$ cat src/rtl/gckv_pkg.sv
// Types, character constants and the key classifier of the key/value parser.
`default_nettype none

package gckv_pkg;

    // Command codes of an input word; code 3 behaves as CMD_END.
    localparam logic [1:0] CMD_BYTE = 2'd0;
    localparam logic [1:0] CMD_LAST = 2'd1;
    localparam logic [1:0] CMD_END  = 2'd2;

    // Section syntax characters.
    localparam logic [7:0] CH_EQ    = 8'h3D;
    localparam logic [7:0] CH_COMMA = 8'h2C;
    localparam logic [7:0] CH_ZERO  = 8'h30;
    localparam logic [7:0] CH_NINE  = 8'h39;

    // Recognized keys.
    localparam logic [7:0] KEY_A  = 8'h61;
    localparam logic [7:0] KEY_D  = 8'h64;
    localparam logic [7:0] KEY_T  = 8'h74;
    localparam logic [7:0] KEY_O  = 8'h6F;
    localparam logic [7:0] KEY_F  = 8'h66;
    localparam logic [7:0] KEY_S  = 8'h73;
    localparam logic [7:0] KEY_V  = 8'h76;
    localparam logic [7:0] KEY_C  = 8'h63;
    localparam logic [7:0] KEY_R  = 8'h72;
    localparam logic [7:0] KEY_I  = 8'h69;
    localparam logic [7:0] KEY_Q  = 8'h71;
    localparam logic [7:0] KEY_M  = 8'h6D;
    localparam logic [7:0] KEY_UC_S = 8'h53;

    // How the value of a key is reported.
    typedef enum logic [1:0] {
        KIND_OTHER,
        KIND_BYTE,
        KIND_NUM,
        KIND_BOOL
    } key_kind_t;

    // Parser position within a pair.
    typedef enum logic [1:0] {
        PH_KEY,
        PH_EQ,
        PH_VALUE
    } phase_t;

    // Classified input word, as it travels from the front end to the back end.
    typedef struct packed {
        logic [1:0] command;
        logic [7:0] data_byte;
        logic       is_eq;
        logic       is_comma;
        logic       is_digit;
        logic [3:0] digit;
        key_kind_t  kind;
    } cls_word_t;

    // Map a key character to the way its value is reported.
    function automatic key_kind_t key_kind(input logic [7:0] b);
        key_kind_t k;
        unique case (b)
            KEY_A, KEY_D, KEY_T, KEY_O:                      k = KIND_BYTE;
            KEY_F, KEY_S, KEY_V, KEY_C, KEY_R, KEY_I, KEY_Q,
            KEY_UC_S:                                        k = KIND_NUM;
            KEY_M:                                           k = KIND_BOOL;
            default:                                         k = KIND_OTHER;
        endcase
        return k;
    endfunction

endpackage

`default_nettype wire

$ cat src/rtl/gckv_in_if.sv
// Input channel of the key/value parser: one section byte and its command.
`default_nettype none

interface gckv_in_if;
    logic       valid;
    logic       ready;
    logic [1:0] command;
    logic [7:0] data_byte;

    modport source (output valid, output command, output data_byte, input ready);
    modport sink   (input valid, input command, input data_byte, output ready);
endinterface

`default_nettype wire

$ cat src/rtl/gckv_out_if.sv
// Output channel of the key/value parser: a reported pair and/or the section result.
`default_nettype none

interface gckv_out_if;
    logic        valid;
    logic        ready;
    logic        pair_valid;
    logic [7:0]  key_code;
    logic [31:0] pair_value;
    logic        done_res;
    logic        status;

    modport source (output valid, output pair_valid, output key_code, output pair_value,
                    output done_res, output status, input ready);
    modport sink   (input valid, input pair_valid, input key_code, input pair_value,
                    input done_res, input status, output ready);
endinterface

`default_nettype wire

$ cat src/rtl/gckv_front.sv
// Front end: accepts input words and classifies each byte before queueing it.
`default_nettype none

module gckv_front
    import gckv_pkg::*;
(
    gckv_in_if.sink   in_ch,
    input  wire logic q_full,
    output logic      push,
    output cls_word_t push_word
);

    // A word is taken whenever the queue has room.
    assign in_ch.ready = !q_full;
    assign push        = in_ch.valid && !q_full;

    // Byte classification.
    always_comb
    begin
        push_word.command   = in_ch.command;
        push_word.data_byte = in_ch.data_byte;
        push_word.is_eq     = (in_ch.data_byte == CH_EQ);
        push_word.is_comma  = (in_ch.data_byte == CH_COMMA);
        push_word.is_digit  = (in_ch.data_byte >= CH_ZERO) && (in_ch.data_byte <= CH_NINE);
        push_word.digit     = 4'(in_ch.data_byte - CH_ZERO);
        push_word.kind      = key_kind(in_ch.data_byte);
    end

endmodule

`default_nettype wire

$ cat src/rtl/gckv_queue.sv
// Short queue of classified words between the front end and the back end.
`default_nettype none

module gckv_queue
    import gckv_pkg::*;
#(
    parameter int DEPTH = 4
)
(
    input  wire logic      clk,
    input  wire logic      rst_n,
    input  wire logic      push,
    input  wire cls_word_t push_word,
    input  wire logic      pop,
    output logic           full,
    output logic           not_empty,
    output cls_word_t      pop_word
);

    localparam int PTR_W = (DEPTH > 1) ? $clog2(DEPTH) : 1;
    localparam int CNT_W = $clog2(DEPTH + 1);

    cls_word_t              mem [DEPTH];
    logic [PTR_W-1:0]       wr_ptr_reg, wr_ptr_next;
    logic [PTR_W-1:0]       rd_ptr_reg, rd_ptr_next;
    logic [CNT_W-1:0]       count_reg, count_next;

    assign full      = (count_reg == CNT_W'(DEPTH));
    assign not_empty = (count_reg != '0);
    assign pop_word  = mem[rd_ptr_reg];

    // Pointer and fill count updates.
    always_comb
    begin
        wr_ptr_next = wr_ptr_reg;
        rd_ptr_next = rd_ptr_reg;
        count_next  = count_reg;
        if (push)
        begin
            wr_ptr_next = (wr_ptr_reg == PTR_W'(DEPTH - 1)) ? '0 : wr_ptr_reg + 1'b1;
        end
        if (pop)
        begin
            rd_ptr_next = (rd_ptr_reg == PTR_W'(DEPTH - 1)) ? '0 : rd_ptr_reg + 1'b1;
        end
        if (push && !pop)
        begin
            count_next = count_reg + 1'b1;
        end
        else if (pop && !push)
        begin
            count_next = count_reg - 1'b1;
        end
    end

    always_ff @(posedge clk or negedge rst_n)
    begin
        if (!rst_n)
        begin
            wr_ptr_reg <= '0;
            rd_ptr_reg <= '0;
            count_reg  <= '0;
        end
        else
        begin
            wr_ptr_reg <= wr_ptr_next;
            rd_ptr_reg <= rd_ptr_next;
            count_reg  <= count_next;
        end
    end

    // Storage write.
    always_ff @(posedge clk)
    begin
        if (push)
        begin
            mem[wr_ptr_reg] <= push_word;
        end
    end

endmodule

`default_nettype wire

$ cat src/rtl/gckv_back.sv
// Back end: runs the pair parser on queued words and drives the output register.
`default_nettype none

module gckv_back
    import gckv_pkg::*;
#(
    parameter int MAX_VALUE_CHARS = 31
)
(
    input  wire logic      clk,
    input  wire logic      rst_n,
    input  wire logic      q_not_empty,
    input  wire cls_word_t q_word,
    output logic           pop,
    gckv_out_if.source     out_ch
);

    localparam int VLEN_W = $clog2(MAX_VALUE_CHARS + 1);

    // Parser state.
    phase_t             phase_reg, phase_next, phase_mid;
    logic [7:0]         held_key_reg, held_key_next;
    key_kind_t          kind_reg, kind_next;
    logic [31:0]        acc_reg, acc_next, acc_mid;
    logic               ovf_reg, ovf_next, ovf_mid;
    logic [VLEN_W-1:0]  vlen_reg, vlen_next, vlen_mid;
    logic [7:0]         first_reg, first_next, first_mid;
    logic               bad_reg, bad_next, bad_mid;
    logic               err_reg, err_next, err_mid, err_out;

    // Output register.
    logic               out_valid_reg, out_valid_next;
    logic               pv_reg, pv_next;
    logic [7:0]         key_reg, key_next;
    logic [31:0]        val_reg, val_next;
    logic               done_reg, done_next;
    logic               stat_reg, stat_next;

    // Word events.
    logic               advance;
    logic               byte_act, ends;
    logic               key_load, eq_bad, val_open, take, comma_fin;
    logic               do_finish, fin_empty, fin_numbad, fin_err, fin_valid;
    logic               pair_out, emit;
    logic [35:0]        times_ten;
    logic [31:0]        fin_value;

    // The output register frees up when it is empty or being taken.
    assign advance = !out_valid_reg || out_ch.ready;
    assign pop     = q_not_empty && advance;

    // Decode what the current word does at the current position.
    always_comb
    begin
        byte_act  = ((q_word.command == CMD_BYTE) || (q_word.command == CMD_LAST)) && !err_reg;
        ends      = (q_word.command != CMD_BYTE);
        key_load  = byte_act && (phase_reg == PH_KEY);
        eq_bad    = byte_act && (phase_reg == PH_EQ) && !q_word.is_eq;
        val_open  = byte_act && (phase_reg == PH_EQ) && q_word.is_eq;
        take      = byte_act && (phase_reg == PH_VALUE) && !q_word.is_comma;
        comma_fin = byte_act && (phase_reg == PH_VALUE) && q_word.is_comma;
    end

    // Next-state logic of the pair position.
    always_comb
    begin
        phase_mid = phase_reg;
        if (key_load)
        begin
            phase_mid = PH_EQ;
        end
        else if (val_open)
        begin
            phase_mid = PH_VALUE;
        end
        else if (comma_fin)
        begin
            phase_mid = PH_KEY;
        end
        phase_next = ends ? PH_KEY : phase_mid;
    end

    // Value accumulation, pair completion and result forming.
    always_comb
    begin
        acc_mid   = acc_reg;
        ovf_mid   = ovf_reg;
        vlen_mid  = vlen_reg;
        first_mid = first_reg;
        bad_mid   = bad_reg;
        times_ten = ({4'b0, acc_reg} << 3) + ({4'b0, acc_reg} << 1) + 36'(q_word.digit);

        // A new value starts from cleared counters.
        if (val_open)
        begin
            acc_mid   = '0;
            ovf_mid   = 1'b0;
            vlen_mid  = '0;
            first_mid = '0;
            bad_mid   = 1'b0;
        end

        // One value byte: length, first byte and the decimal accumulator.
        if (take)
        begin
            if (vlen_reg == '0)
            begin
                first_mid = q_word.data_byte;
            end
            if (vlen_reg >= VLEN_W'(MAX_VALUE_CHARS))
            begin
                bad_mid = 1'b1;
            end
            else
            begin
                vlen_mid = vlen_reg + 1'b1;
            end
            if (!q_word.is_digit)
            begin
                bad_mid = 1'b1;
            end
            else if (!ovf_reg)
            begin
                if (|times_ten[35:32])
                begin
                    ovf_mid = 1'b1;
                end
                else
                begin
                    acc_mid = times_ten[31:0];
                end
            end
        end

        err_mid = err_reg || eq_bad;

        // Pair completion on a comma or at the end of the section.
        do_finish  = comma_fin || (ends && !err_mid && (phase_mid == PH_VALUE));
        fin_empty  = (vlen_mid == '0);
        fin_numbad = ((kind_reg == KIND_NUM) || (kind_reg == KIND_BOOL)) && (bad_mid || ovf_mid);
        fin_err    = fin_empty || fin_numbad;
        fin_valid  = !fin_empty && !fin_numbad && (kind_reg != KIND_OTHER);
        unique case (kind_reg)
            KIND_BYTE: fin_value = {24'b0, first_mid};
            KIND_NUM:  fin_value = acc_mid;
            KIND_BOOL: fin_value = {31'b0, |acc_mid};
            default:   fin_value = '0;
        endcase

        err_out  = err_mid || (do_finish && fin_err)
                   || (ends && !err_mid && (phase_mid == PH_EQ));
        pair_out = do_finish && fin_valid && !err_out;
        emit     = ends || pair_out;

        pv_next   = pair_out;
        key_next  = pair_out ? held_key_reg : 8'h00;
        val_next  = pair_out ? fin_value : 32'h0;
        done_next = ends;
        stat_next = ends && err_out;

        // The end of a section returns every parser state register to its reset value.
        if (ends)
        begin
            held_key_next = '0;
            kind_next     = KIND_OTHER;
            acc_next      = '0;
            ovf_next      = 1'b0;
            vlen_next     = '0;
            first_next    = '0;
            bad_next      = 1'b0;
            err_next      = 1'b0;
        end
        else
        begin
            held_key_next = key_load ? q_word.data_byte : held_key_reg;
            kind_next     = key_load ? q_word.kind : kind_reg;
            acc_next      = acc_mid;
            ovf_next      = ovf_mid;
            vlen_next     = vlen_mid;
            first_next    = first_mid;
            bad_next      = bad_mid;
            err_next      = err_out;
        end

        out_valid_next = advance ? (pop && emit) : out_valid_reg;
    end

    always_ff @(posedge clk or negedge rst_n)
    begin
        if (!rst_n)
        begin
            phase_reg     <= PH_KEY;
            held_key_reg  <= '0;
            kind_reg      <= KIND_OTHER;
            acc_reg       <= '0;
            ovf_reg       <= 1'b0;
            vlen_reg      <= '0;
            first_reg     <= '0;
            bad_reg       <= 1'b0;
            err_reg       <= 1'b0;
            out_valid_reg <= 1'b0;
        end
        else
        begin
            out_valid_reg <= out_valid_next;
            if (pop)
            begin
                phase_reg    <= phase_next;
                held_key_reg <= held_key_next;
                kind_reg     <= kind_next;
                acc_reg      <= acc_next;
                ovf_reg      <= ovf_next;
                vlen_reg     <= vlen_next;
                first_reg    <= first_next;
                bad_reg      <= bad_next;
                err_reg      <= err_next;
            end
        end
    end

    // Result payload is loaded when a word that produces a result is popped.
    always_ff @(posedge clk)
    begin
        if (pop && emit)
        begin
            pv_reg   <= pv_next;
            key_reg  <= key_next;
            val_reg  <= val_next;
            done_reg <= done_next;
            stat_reg <= stat_next;
        end
    end

    assign out_ch.valid      = out_valid_reg;
    assign out_ch.pair_valid = pv_reg;
    assign out_ch.key_code   = key_reg;
    assign out_ch.pair_value = val_reg;
    assign out_ch.done_res   = done_reg;
    assign out_ch.status     = stat_reg;

endmodule

`default_nettype wire

$ cat src/rtl/graphics_control_key_value_parser.sv
// Top level of the control-section key/value parser.
//
//   channel   direction   word contents
//   in_ch     sink        command, data_byte
//   out_ch    source      pair_valid, key_code, pair_value, done_res, status
//
// One word per cycle sustained in both directions when nothing stalls; a word
// is queued and, once popped, loads any result into the output register.
// The back end updates its accumulator (times ten plus digit) per value digit.
// Reset is asynchronous and clears the queue, the parser state and the output.
// A stalled output holds its word; up to QUEUE_DEPTH input words are buffered
// before in_ch.ready falls.
`default_nettype none

module graphics_control_key_value_parser
    import gckv_pkg::*;
#(
    parameter int MAX_VALUE_CHARS = 31,
    parameter int QUEUE_DEPTH     = 4
)
(
    input  wire logic   clk,
    input  wire logic   rst_n,
    gckv_in_if.sink     in_ch,
    gckv_out_if.source  out_ch
);

    logic      q_full;
    logic      q_not_empty;
    logic      push;
    logic      pop;
    cls_word_t push_word;
    cls_word_t pop_word;

    gckv_front u_front (
        .in_ch     (in_ch),
        .q_full    (q_full),
        .push      (push),
        .push_word (push_word)
    );

    gckv_queue #(
        .DEPTH (QUEUE_DEPTH)
    ) u_queue (
        .clk       (clk),
        .rst_n     (rst_n),
        .push      (push),
        .push_word (push_word),
        .pop       (pop),
        .full      (q_full),
        .not_empty (q_not_empty),
        .pop_word  (pop_word)
    );

    gckv_back #(
        .MAX_VALUE_CHARS (MAX_VALUE_CHARS)
    ) u_back (
        .clk         (clk),
        .rst_n       (rst_n),
        .q_not_empty (q_not_empty),
        .q_word      (pop_word),
        .pop         (pop),
        .out_ch      (out_ch)
    );

endmodule

`default_nettype wire

$ cat src/flat_wrapper.sv
// flat-port wrapper written by rule: the top's interface ports become plain ports
module graphics_control_key_value_parser_flat import gckv_pkg::*;
#(
    parameter int MAX_VALUE_CHARS = 31,
    parameter int QUEUE_DEPTH     = 4
)
  (clk, rst_n, in_ch_valid, in_ch_command, in_ch_data_byte, in_ch_ready, out_ch_valid, out_ch_pair_valid, out_ch_key_code, out_ch_pair_value, out_ch_done_res, out_ch_status, out_ch_ready);
  gckv_in_if in_ch_i ();
  gckv_out_if out_ch_i ();
  input  wire logic clk;
  input  wire logic rst_n;
  input wire logic [$bits(in_ch_i.valid)-1:0] in_ch_valid;
  input wire logic [$bits(in_ch_i.command)-1:0] in_ch_command;
  input wire logic [$bits(in_ch_i.data_byte)-1:0] in_ch_data_byte;
  output wire logic [$bits(in_ch_i.ready)-1:0] in_ch_ready;
  output wire logic [$bits(out_ch_i.valid)-1:0] out_ch_valid;
  output wire logic [$bits(out_ch_i.pair_valid)-1:0] out_ch_pair_valid;
  output wire logic [$bits(out_ch_i.key_code)-1:0] out_ch_key_code;
  output wire logic [$bits(out_ch_i.pair_value)-1:0] out_ch_pair_value;
  output wire logic [$bits(out_ch_i.done_res)-1:0] out_ch_done_res;
  output wire logic [$bits(out_ch_i.status)-1:0] out_ch_status;
  input wire logic [$bits(out_ch_i.ready)-1:0] out_ch_ready;
  assign in_ch_i.valid = in_ch_valid;
  assign in_ch_i.command = in_ch_command;
  assign in_ch_i.data_byte = in_ch_data_byte;
  assign in_ch_ready = in_ch_i.ready;
  assign out_ch_valid = out_ch_i.valid;
  assign out_ch_pair_valid = out_ch_i.pair_valid;
  assign out_ch_key_code = out_ch_i.key_code;
  assign out_ch_pair_value = out_ch_i.pair_value;
  assign out_ch_done_res = out_ch_i.done_res;
  assign out_ch_status = out_ch_i.status;
  assign out_ch_i.ready = out_ch_ready;
  graphics_control_key_value_parser #(.MAX_VALUE_CHARS(MAX_VALUE_CHARS), .QUEUE_DEPTH(QUEUE_DEPTH)) u_core (.clk(clk), .rst_n(rst_n), .in_ch(in_ch_i), .out_ch(out_ch_i));
endmodule
$ cat config.mk
export PLATFORM = sky130hd
export DESIGN_NAME = graphics_control_key_value_parser_flat
export DESIGN_NICKNAME = d
export VERILOG_FILES = /design/src/rtl/gckv_pkg.sv /design/src/rtl/gckv_in_if.sv /design/src/rtl/gckv_out_if.sv /design/src/rtl/gckv_front.sv /design/src/rtl/gckv_queue.sv /design/src/rtl/gckv_back.sv /design/src/rtl/graphics_control_key_value_parser.sv /design/src/flat_wrapper.sv
export SDC_FILE = /design/constraint.sdc
export NUM_CORES = 1
export LEC_CHECK = 0
export BUFFER_PORTS_ARGS = -buffer_cell sky130_fd_sc_hd__buf_2
export CORE_MARGIN = 2
export CORE_UTILIZATION = 43
export DETAILED_ROUTE_END_ITERATION = 6
export PLACE_DENSITY = 0.69
export SETUP_SLACK_MARGIN = 0.05
export SLEW_MARGIN = 20
export SYNTH_ARGS = -nofsm -noshare
export SYNTH_HDL_FRONTEND = slang
export SYNTH_SLANG_ARGS = --single-unit
$ cat constraint.sdc
create_clock -name clk -period 12.4 [get_ports clk]
set_clock_uncertainty 0.05 [all_clocks]
set_input_delay 1.86 -clock clk [delete_from_list [all_inputs] [get_ports clk]]
set_output_delay 1.86 -clock clk [all_outputs]
set_load 0.01 [all_outputs]
==> results.txt, run 1 <==
* Run status: completed
* Critical Path Fanout Max: 18
* Full die area: roughly 25000 sq um
- Post-CTS sizing: 0
- Cells fill roughly 48% of the core in the end.
* Vias in the first global route: 7725
* TritonCTS clock tree: built
- Endpoints failing hold: 0
- The multi-input combinational cells in the finished layout cover a total of roughly 5200 sq um.
- For this design the ratio of total power to cell area is approximately 170 nW/um^2.
- Count of buffers inserted at the top-level ports: slightly below 60
* Length of the first detailed-routing pass in iterations: 6
- Together, buffers and inverters on the worst path number 0.
- Proportion of layout cells with a drive suffix above 1: 14.4%
- The number of nets in the synthesized netlist is around 1100.
- Fill cell instance count of the final layout: around 2200
* Static leakage power: about 4.7 nW
- At the worst endpoint, the arrival time is 6.58 ns.
- Most repeated cell in the gate-level netlist after synthesis: sky130_fd_sc_hd__nand2_1
- Number of max-cap violations: 0
- The first global-routing pass estimated around 41 mm of wire.
- The clock passes through at most 2 buffers.
* Post-route setup slack: a little over 6 ns
* DP HPWL: between 15 and 20 mm
- Kind of capture point of the worst setup path: flop
- Clock sink count: between 150 and 200
- Post-route antenna net violation count: 0
- Post-CTS setup buffer count: 0
- In this run the most critical hold path is launched from u_core.u_back.held_key_reg[1].
- At the end of the flow, the number of nets in the layout was about 1100.
- Synth cell types: 78
- End of the worst hold path: u_core.u_back.held_key_reg[1]
* Library cell contributing the largest single delay on the critical path: sky130_fd_sc_hd__nor2_1
* Fmax: roughly 0.16 GHz
- FF-to-FF End: u_core.u_back.acc_reg[3]
- Most common library cells after synthesis: sky130_fd_sc_hd__nand2_1, sky130_fd_sc_hd__edfxtp_1, sky130_fd_sc_hd__ha_1
* Dpl ws: 6.26 ns
- Clock period minus worst slack: 6.29 ns
- Warnings from Yosys: 0
- In the final routed layout, each cell accounts on average for ~19 microns.
- CTS Hold Bufs: 0
* Category of cells accounting for the largest share of critical-path delay: simple AND/OR/NAND/NOR gates
- Core Region: between 20000 and 25000 sq um
* Vias per inst: slightly below 6
- Critical path required time: between 10 and 15 ns
- Buffers inserted during clock tree synthesis total 17.
* Site Rows: 56
- Summed over all failing endpoints, the final setup total negative slack is 0 ns.
- The worst setup path is of the flop to flop kind.
- Summing the sequential cell areas from Yosys gives between 40% and 50% of the chip area.
- Count of flip-flops with a built-in enable after synthesis: 103
* Cells after Synth: 997
- The final critical path takes up between 50 and 60% of the cycle.
* Worst hold path class: flop to flop
* Area overhead of the layout relative to synthesis: 10.2%
* Total global routing track utilization: 20.6%
* Buffer cell driving the clock tree root: sky130_fd_sc_hd__clkbuf_16
- 1st-iter DRT viols: 681
- Cell type with the highest aggregate area in the netlist: sky130_fd_sc_hd__edfxtp_1
- Combined flip-flop and latch cell area: roughly 4800 sq um
- Chain of cells forming the critical path: mux2_2 -> o21ai_0 -> fa_1 -> fa_1 -> nand2b_1 -> a21oi_1 -> nor3_1 -> o21a_1 -> a2111o_1 -> o211ai_1 -> nand3_1 -> nor2_1 -> nand2_1 -> o21ai_0
- The routed layout has roughly 8100 vias.
- Clock Latency Late Sink: 0.45 ns
- For this configuration, the core starts out at a cell density of between 40% and 50%.
- The die is between 150 and 200 microns tall.
* Slack of the worst reg-to-reg path: 6.11 ns
- The initial antenna violation count is 1.
- After clock tree synthesis, the clock-pin slew on the worst setup and hold paths is approximately 0.070 ns.
- Worst r2r path cells: 14
- Counting buffers and inverters, the worst setup path is 14 cells deep.
- Detailed Route WL: 25.6 mm
* Post-synth ARST share: 39.8%
- After synthesis the netlist holds a flip-flop and latch count of approximately 170.
- Headroom to the max-slew limit came out at between 20% and 30%.
- Launching point of the worst reg2reg path: u_core.u_queue.rd_ptr_reg[1]
- Proportion of netlist area held by the largest area contributor: approximately 30%
- Setup violations remaining at the end of the flow were counted as 0.
- The worst-case IR drop observed on VDD is between 0.1 and 0.15 mV.
* Antenna diode count: 0
- Across all hold checks on the routed design, the worst slack comes to about 0.44 ns.
* Biggest area contributors in the synthesized netlist: sky130_fd_sc_hd__edfxtp_1, sky130_fd_sc_hd__dfrtp_1, sky130_fd_sc_hd__ha_1
* Post-synthesis instance area: a little over 10000 sq um
* Worst Hold Path Cells: 2
- Measured along the x axis, the die boundary spans between 150 and 200 microns.
* Pin count of the biggest net entering global routing: a little under 70
- Sum of overflow across all layers after global routing: 0
- Flip-flop count of the largest register, all copies and words added: 60
- Prevailing post-synth register cell: sky130_fd_sc_hd__edfxtp_1
- Kind of start point of the critical path: flop
- In this run the count of I/O pins placed on the die edge is 59.
- H-tree levels: 4
- Setup repair after global routing left no endpoint under its margin.
- Synthesized area per cell: between 10 and 15 sq um
- For this run, design rule violations remaining after detail routing come to 0.
* Worst stage delay on the critical path: approximately 0.87 ns
* Final count of pins violating max slew: 0
- Last weighted congestion value of the routability-driven placer: approximately 0.94
- Worst-Margin Slew: approximately 1.1 ns
area by class of cell:
class / count / share of cell area, %
multi-input combinational: 739 / 45.3
clock buffer: 17 / 3.73
inverter: 36 / 1.23
clock inverter: 15 / 1.17
sequential: 171 / 42.1
timing repair buffer: 65 / 3.01
tap: 319 / 3.50
worst reg2reg max path, delay by kind of cell, from the launching register on:
kind            cells  cell delay, ns
fa+ha+maj           2            1.02
compound gates      6            1.85
flops               1            0.85
mux                 1            0.41
simple gates        5            2.01
through the flow:
stage	power, W	instances	area, sq um
finish	0.00196	1362	11400
global route	0.00206	1362	11400
CTS	0.00198	1362	11400
detailed placement	0.00146	1330	10800
global placement	0.00145	1330	10800
floorplan	0.00125	997	10300
placed cells by master (no fill, tap or decap), drive strengths merged, types with 12 or more instances in the layout:
| master | Yosys | layout |
|---|---|---|
| and2 | 13 | 13 |
| edfxtp | 103 | 103 |
| ha | 72 | 72 |
| o21ai | 75 | 75 |
| and3 | 12 | 12 |
| inv | 36 | 43 |
| clkbuf | 39 | 17 |
| buf | 12 | 65 |
| nor4 | 16 | 16 |
| a31oi | 20 | 20 |
| dfrtp | 68 | 68 |
| mux4 | 14 | 14 |
| a21oi | 67 | 67 |
| nand4 | 17 | 17 |
| xnor2 | 13 | 13 |
| a21o | 12 | 12 |
| a22o | 33 | 33 |
| nand2 | 114 | 114 |
| nand3 | 33 | 33 |
| a211oi | 12 | 12 |
| nor3 | 18 | 18 |
| nor2 | 81 | 81 |
worst max-delay path by stage:
stage               slack [ns]                         start                            end
detailed placement        6.26  u_core.u_queue.rd_ptr_reg[1]      u_core.u_back.acc_reg[26]
finish                    6.11  u_core.u_queue.rd_ptr_reg[1]       u_core.u_back.acc_reg[3]
global route              5.86  u_core.u_queue.rd_ptr_reg[1]       u_core.u_back.acc_reg[5]
global placement          6.52  u_core.u_queue.rd_ptr_reg[1]       u_core.u_back.acc_reg[6]
CTS                       6.22  u_core.u_queue.rd_ptr_reg[1]      u_core.u_back.acc_reg[26]
floorplan                 5.84  u_core.u_queue.rd_ptr_reg[1]  u_core.u_back.out_ch.done_res
cells by family (layout without fill, tap and decap cells):
kind of cell               after synthesis  count (layout)  share of synthesized area, %
and+or+nand+nor                        346             346                          17.1
AOI/OAI and AO/OA                      269             269                          17.2
DFF                                    171             171                          46.4
buffers and inverters                   87             133                          3.78
adders and majority gates               75              75                          9.29
muxes                                   28              28                          4.45
xor gates and xnor gates                21              21                          1.78
report_power, final:
part | total [W] | leakage [nW] | internal (W) | switching [W]
logic | 0.000590 | 2.48 | 0.000202 | 0.000388
clock network | 0.000513 | 0.269 | 0.000264 | 0.000249
registers | 0.000857 | 1.91 | 0.000780 | 0.0000769
routing by layer:
layer / global-route usage [%] / wire length (microns) / vias to the layer above
li1: - / - / 3814
met1: 27.6 / 11000 / 3901
met2: 33.5 / 12200 / 329
met3: 4.48 / 1930 / 37
met4: 6.69 / 479 / 0
met5: 0 / 0 / -
(Power assumes the default switching activity.)
==> run 2, diff against run 1 <==
- PLACE_DENSITY: 0.69 -> 0.71
- clock period: 12.4 -> 5.5 ns (I/O delays scaled with it)
==> results.txt, run 2 (synthesis results as in run 1) <==
* Wire length per cell after detailed routing: between 15 and 20 microns
- The register with the most flip-flops in the layout has 60 of them.
- For this run, the top clock speed supported by timing is about 0.20 GHz.
* Run status: completed
* Leading cell types in the layout, fill and taps excluded: sky130_fd_sc_hd__nand2_1, sky130_fd_sc_hd__edfxtp_1, sky130_fd_sc_hd__ha_1, sky130_fd_sc_hd__o21ai_0, sky130_fd_sc_hd__dfrtp_1
- Post-CTS sizing: 0
- For this design the static power due to leakage is roughly 4.7 nW.
* Combined flip-flop and latch cell area: approximately 4800 sq um
- Final count of pins violating max slew: 0
* Total negative setup slack: 0 ns
- For the pin with the worst max-slew slack, the measured transition is about 0.94 ns.
- First-pass GRT wire length: 42.2 mm
- Number of max-cap violations: 0
- Fill cells in the final layout number around 2200.
* Length of the first detailed-routing pass in iterations: 5
- Post-route antenna net violation count: 0
- Sum of overflow across all layers after global routing: 0
* Area used by multi-input combinational logic: roughly 5200 sq um
- Antenna violations before repair: 0
* H-tree levels: 4
* Kind of capture point of the worst setup path: flop
- Initial core utilization: between 40 and 50%
* Vias in the first global route: 7736
- Buffers from clock root to sink, at most: 2
- Total global routing track utilization: 20.9%
* Full die area: 25300 sq um
- The initialized floorplan defines 56 standard-cell rows.
- Kind of start point of the critical path: flop
* Crit path kind: flop to flop
- Vert. Die Dim: between 150 and 200 microns
- During placement, the flow inserted port buffers numbering 58.
- Once placement finished, the instance area stood at between 10000 and 15000 sq um.
* DP HPWL: ~19 mm
- Worst slew margin relative to its limit: around 37%
- After detailed routing, the number of vias per cell comes to between 5 and 6.
- The count of endpoints failing hold in the final timing report was 0.
- Power density over cell area: between 300 and 400 nW/um^2
- In this run, CTS created clock tree buffers numbering 17.
* Clock sink count: roughly 170
- TritonCTS clock tree: built
- Worst Hold Slack: roughly 0.43 ns
* Critical Path Fanout Max: 24
* Area of all placed cells without fillers: between 10000 and 15000 sq um
* Layout Nets: 1126
- Total DRC errors in the routed layout: 0
* Worst hold path class: flop to flop
- For this design, the CTS-stage hold fixing added 0 buffers.
* Buffer cell driving the clock tree root: sky130_fd_sc_hd__clkbuf_16
- 1st-iter DRT viols: between 700 and 800
- Entering global routing, the biggest net connects 69 pins.
- Worst ir drop on vdd: about 0.27 mV
* Critical path required time: between 5 and 6 ns
* Post-CTS setup buffer count: 0
- At the end of routability-driven placement, the weighted congestion stood at 0.950.
* Most common library cell in the layout ignoring fill and taps: sky130_fd_sc_hd__nand2_1
- At the later pin of the worst-skew pair, clock insertion delay measures approximately 0.45 ns.
* Proportion of layout cells with a drive suffix above 1: 15.2%
- Setup violations remaining at the end of the flow were counted as 0.
* Post-CTS clock slew at the launch and capture registers of the worst setup and hold paths: around 0.07 ns
- Chip width: between 150 and 200 microns
* Clock period minus worst slack: approximately 5 ns
* Arrival time worst endpoint: 5.23 ns
- Area overhead of the layout relative to synthesis: 11.3%
- Setup repair after global routing left no endpoint under its margin.
- The routed design has 26.2 mm of wire.
- Antenna diode count: 0
- The routed layout has 8112 vias.
- The region available for standard cell placement spans between 20000 and 25000 sq um.
- For this design the top-level I/O count stands at between 50 and 60.
* Final cycle utilization of the critical path: 93.0%
-- run 2: final timing paths --
path                       slack (ns)                          start                                  end  cells after the start
min                              0.43  u_core.u_back.held_key_reg[1]        u_core.u_back.held_key_reg[1]                      2
max reg2reg                      0.38   u_core.u_queue.rd_ptr_reg[1]  u_core.u_back.out_ch.pair_value[13]                     15
max in group asynchronous        4.22                          rst_n           u_core.u_back.first_reg[1]                      2
min in group asynchronous        0.52                          rst_n            u_core.u_back.acc_reg[27]                      2
min reg2reg                      0.43  u_core.u_back.held_key_reg[1]        u_core.u_back.held_key_reg[1]                      2
max                              0.38   u_core.u_queue.rd_ptr_reg[1]  u_core.u_back.out_ch.pair_value[13]                     15
-- run 2: layout make-up --
| cell class | count | area share, % |
|---|---|---|
| flip-flops and latches | 171 | 41.7 |
| multi-input cells | 739 | 44.8 |
| well taps | 319 | 3.47 |
| clock buffers | 17 | 3.70 |
| clock inverters | 15 | 1.47 |
| repair buffers | 72 | 3.65 |
| inverters | 36 | 1.22 |
-- run 2: critical path: stages, from the launching register on --
cell and delay, ns:
sky130_fd_sc_hd__dfrtp_1 0.50, sky130_fd_sc_hd__mux2_2 0.37, sky130_fd_sc_hd__o21ai_0 0.35, sky130_fd_sc_hd__fa_1 0.54, sky130_fd_sc_hd__fa_1 0.47, sky130_fd_sc_hd__nand2b_1 0.20, sky130_fd_sc_hd__a21oi_1 0.25, sky130_fd_sc_hd__o211ai_1 0.22
sky130_fd_sc_hd__a21oi_1 0.40, sky130_fd_sc_hd__a211oi_1 0.13, sky130_fd_sc_hd__a211o_1 0.28, sky130_fd_sc_hd__a31oi_1 0.23, sky130_fd_sc_hd__o21a_1 0.27, sky130_fd_sc_hd__inv_6 0.08, sky130_fd_sc_hd__nand2_4 0.39, sky130_fd_sc_hd__a21oi_1 0.10
-- run 2: power by group --
| part | total, W | internal, W | switching (W) |
|---|---|---|---|
| Sequential | 0.00192 | 0.00176 | 0.000158 |
| Clock | 0.00120 | 0.000612 | 0.000591 |
| Combinational | 0.00140 | 0.000480 | 0.000916 |
| Total | 0.00451 | 0.00285 | 0.00166 |
-- run 2: routing by layer --
layer / vias to the layer above / GRT usage [%] / wire [microns]
met2: 296 / 34.4 / 12600
li1: 3832 / - / -
met1: 3936 / 28.3 / 11600
met4: 0 / 6.90 / 565
met3: 48 / 3.31 / 1460
met5: - / 0 / 0
-- run 2: stage by stage --
step                utilization (%)  instances  power, W  worst slack (ns)
finish                         48.9       1369   0.00451             0.385
global route                   48.9       1369   0.00473            0.0851
CTS                            48.9       1369   0.00455             0.436
detailed placement             46.4       1337   0.00334             0.468
global placement               46.4       1337   0.00332             0.547
floorplan                         -        997   0.00281             0.157
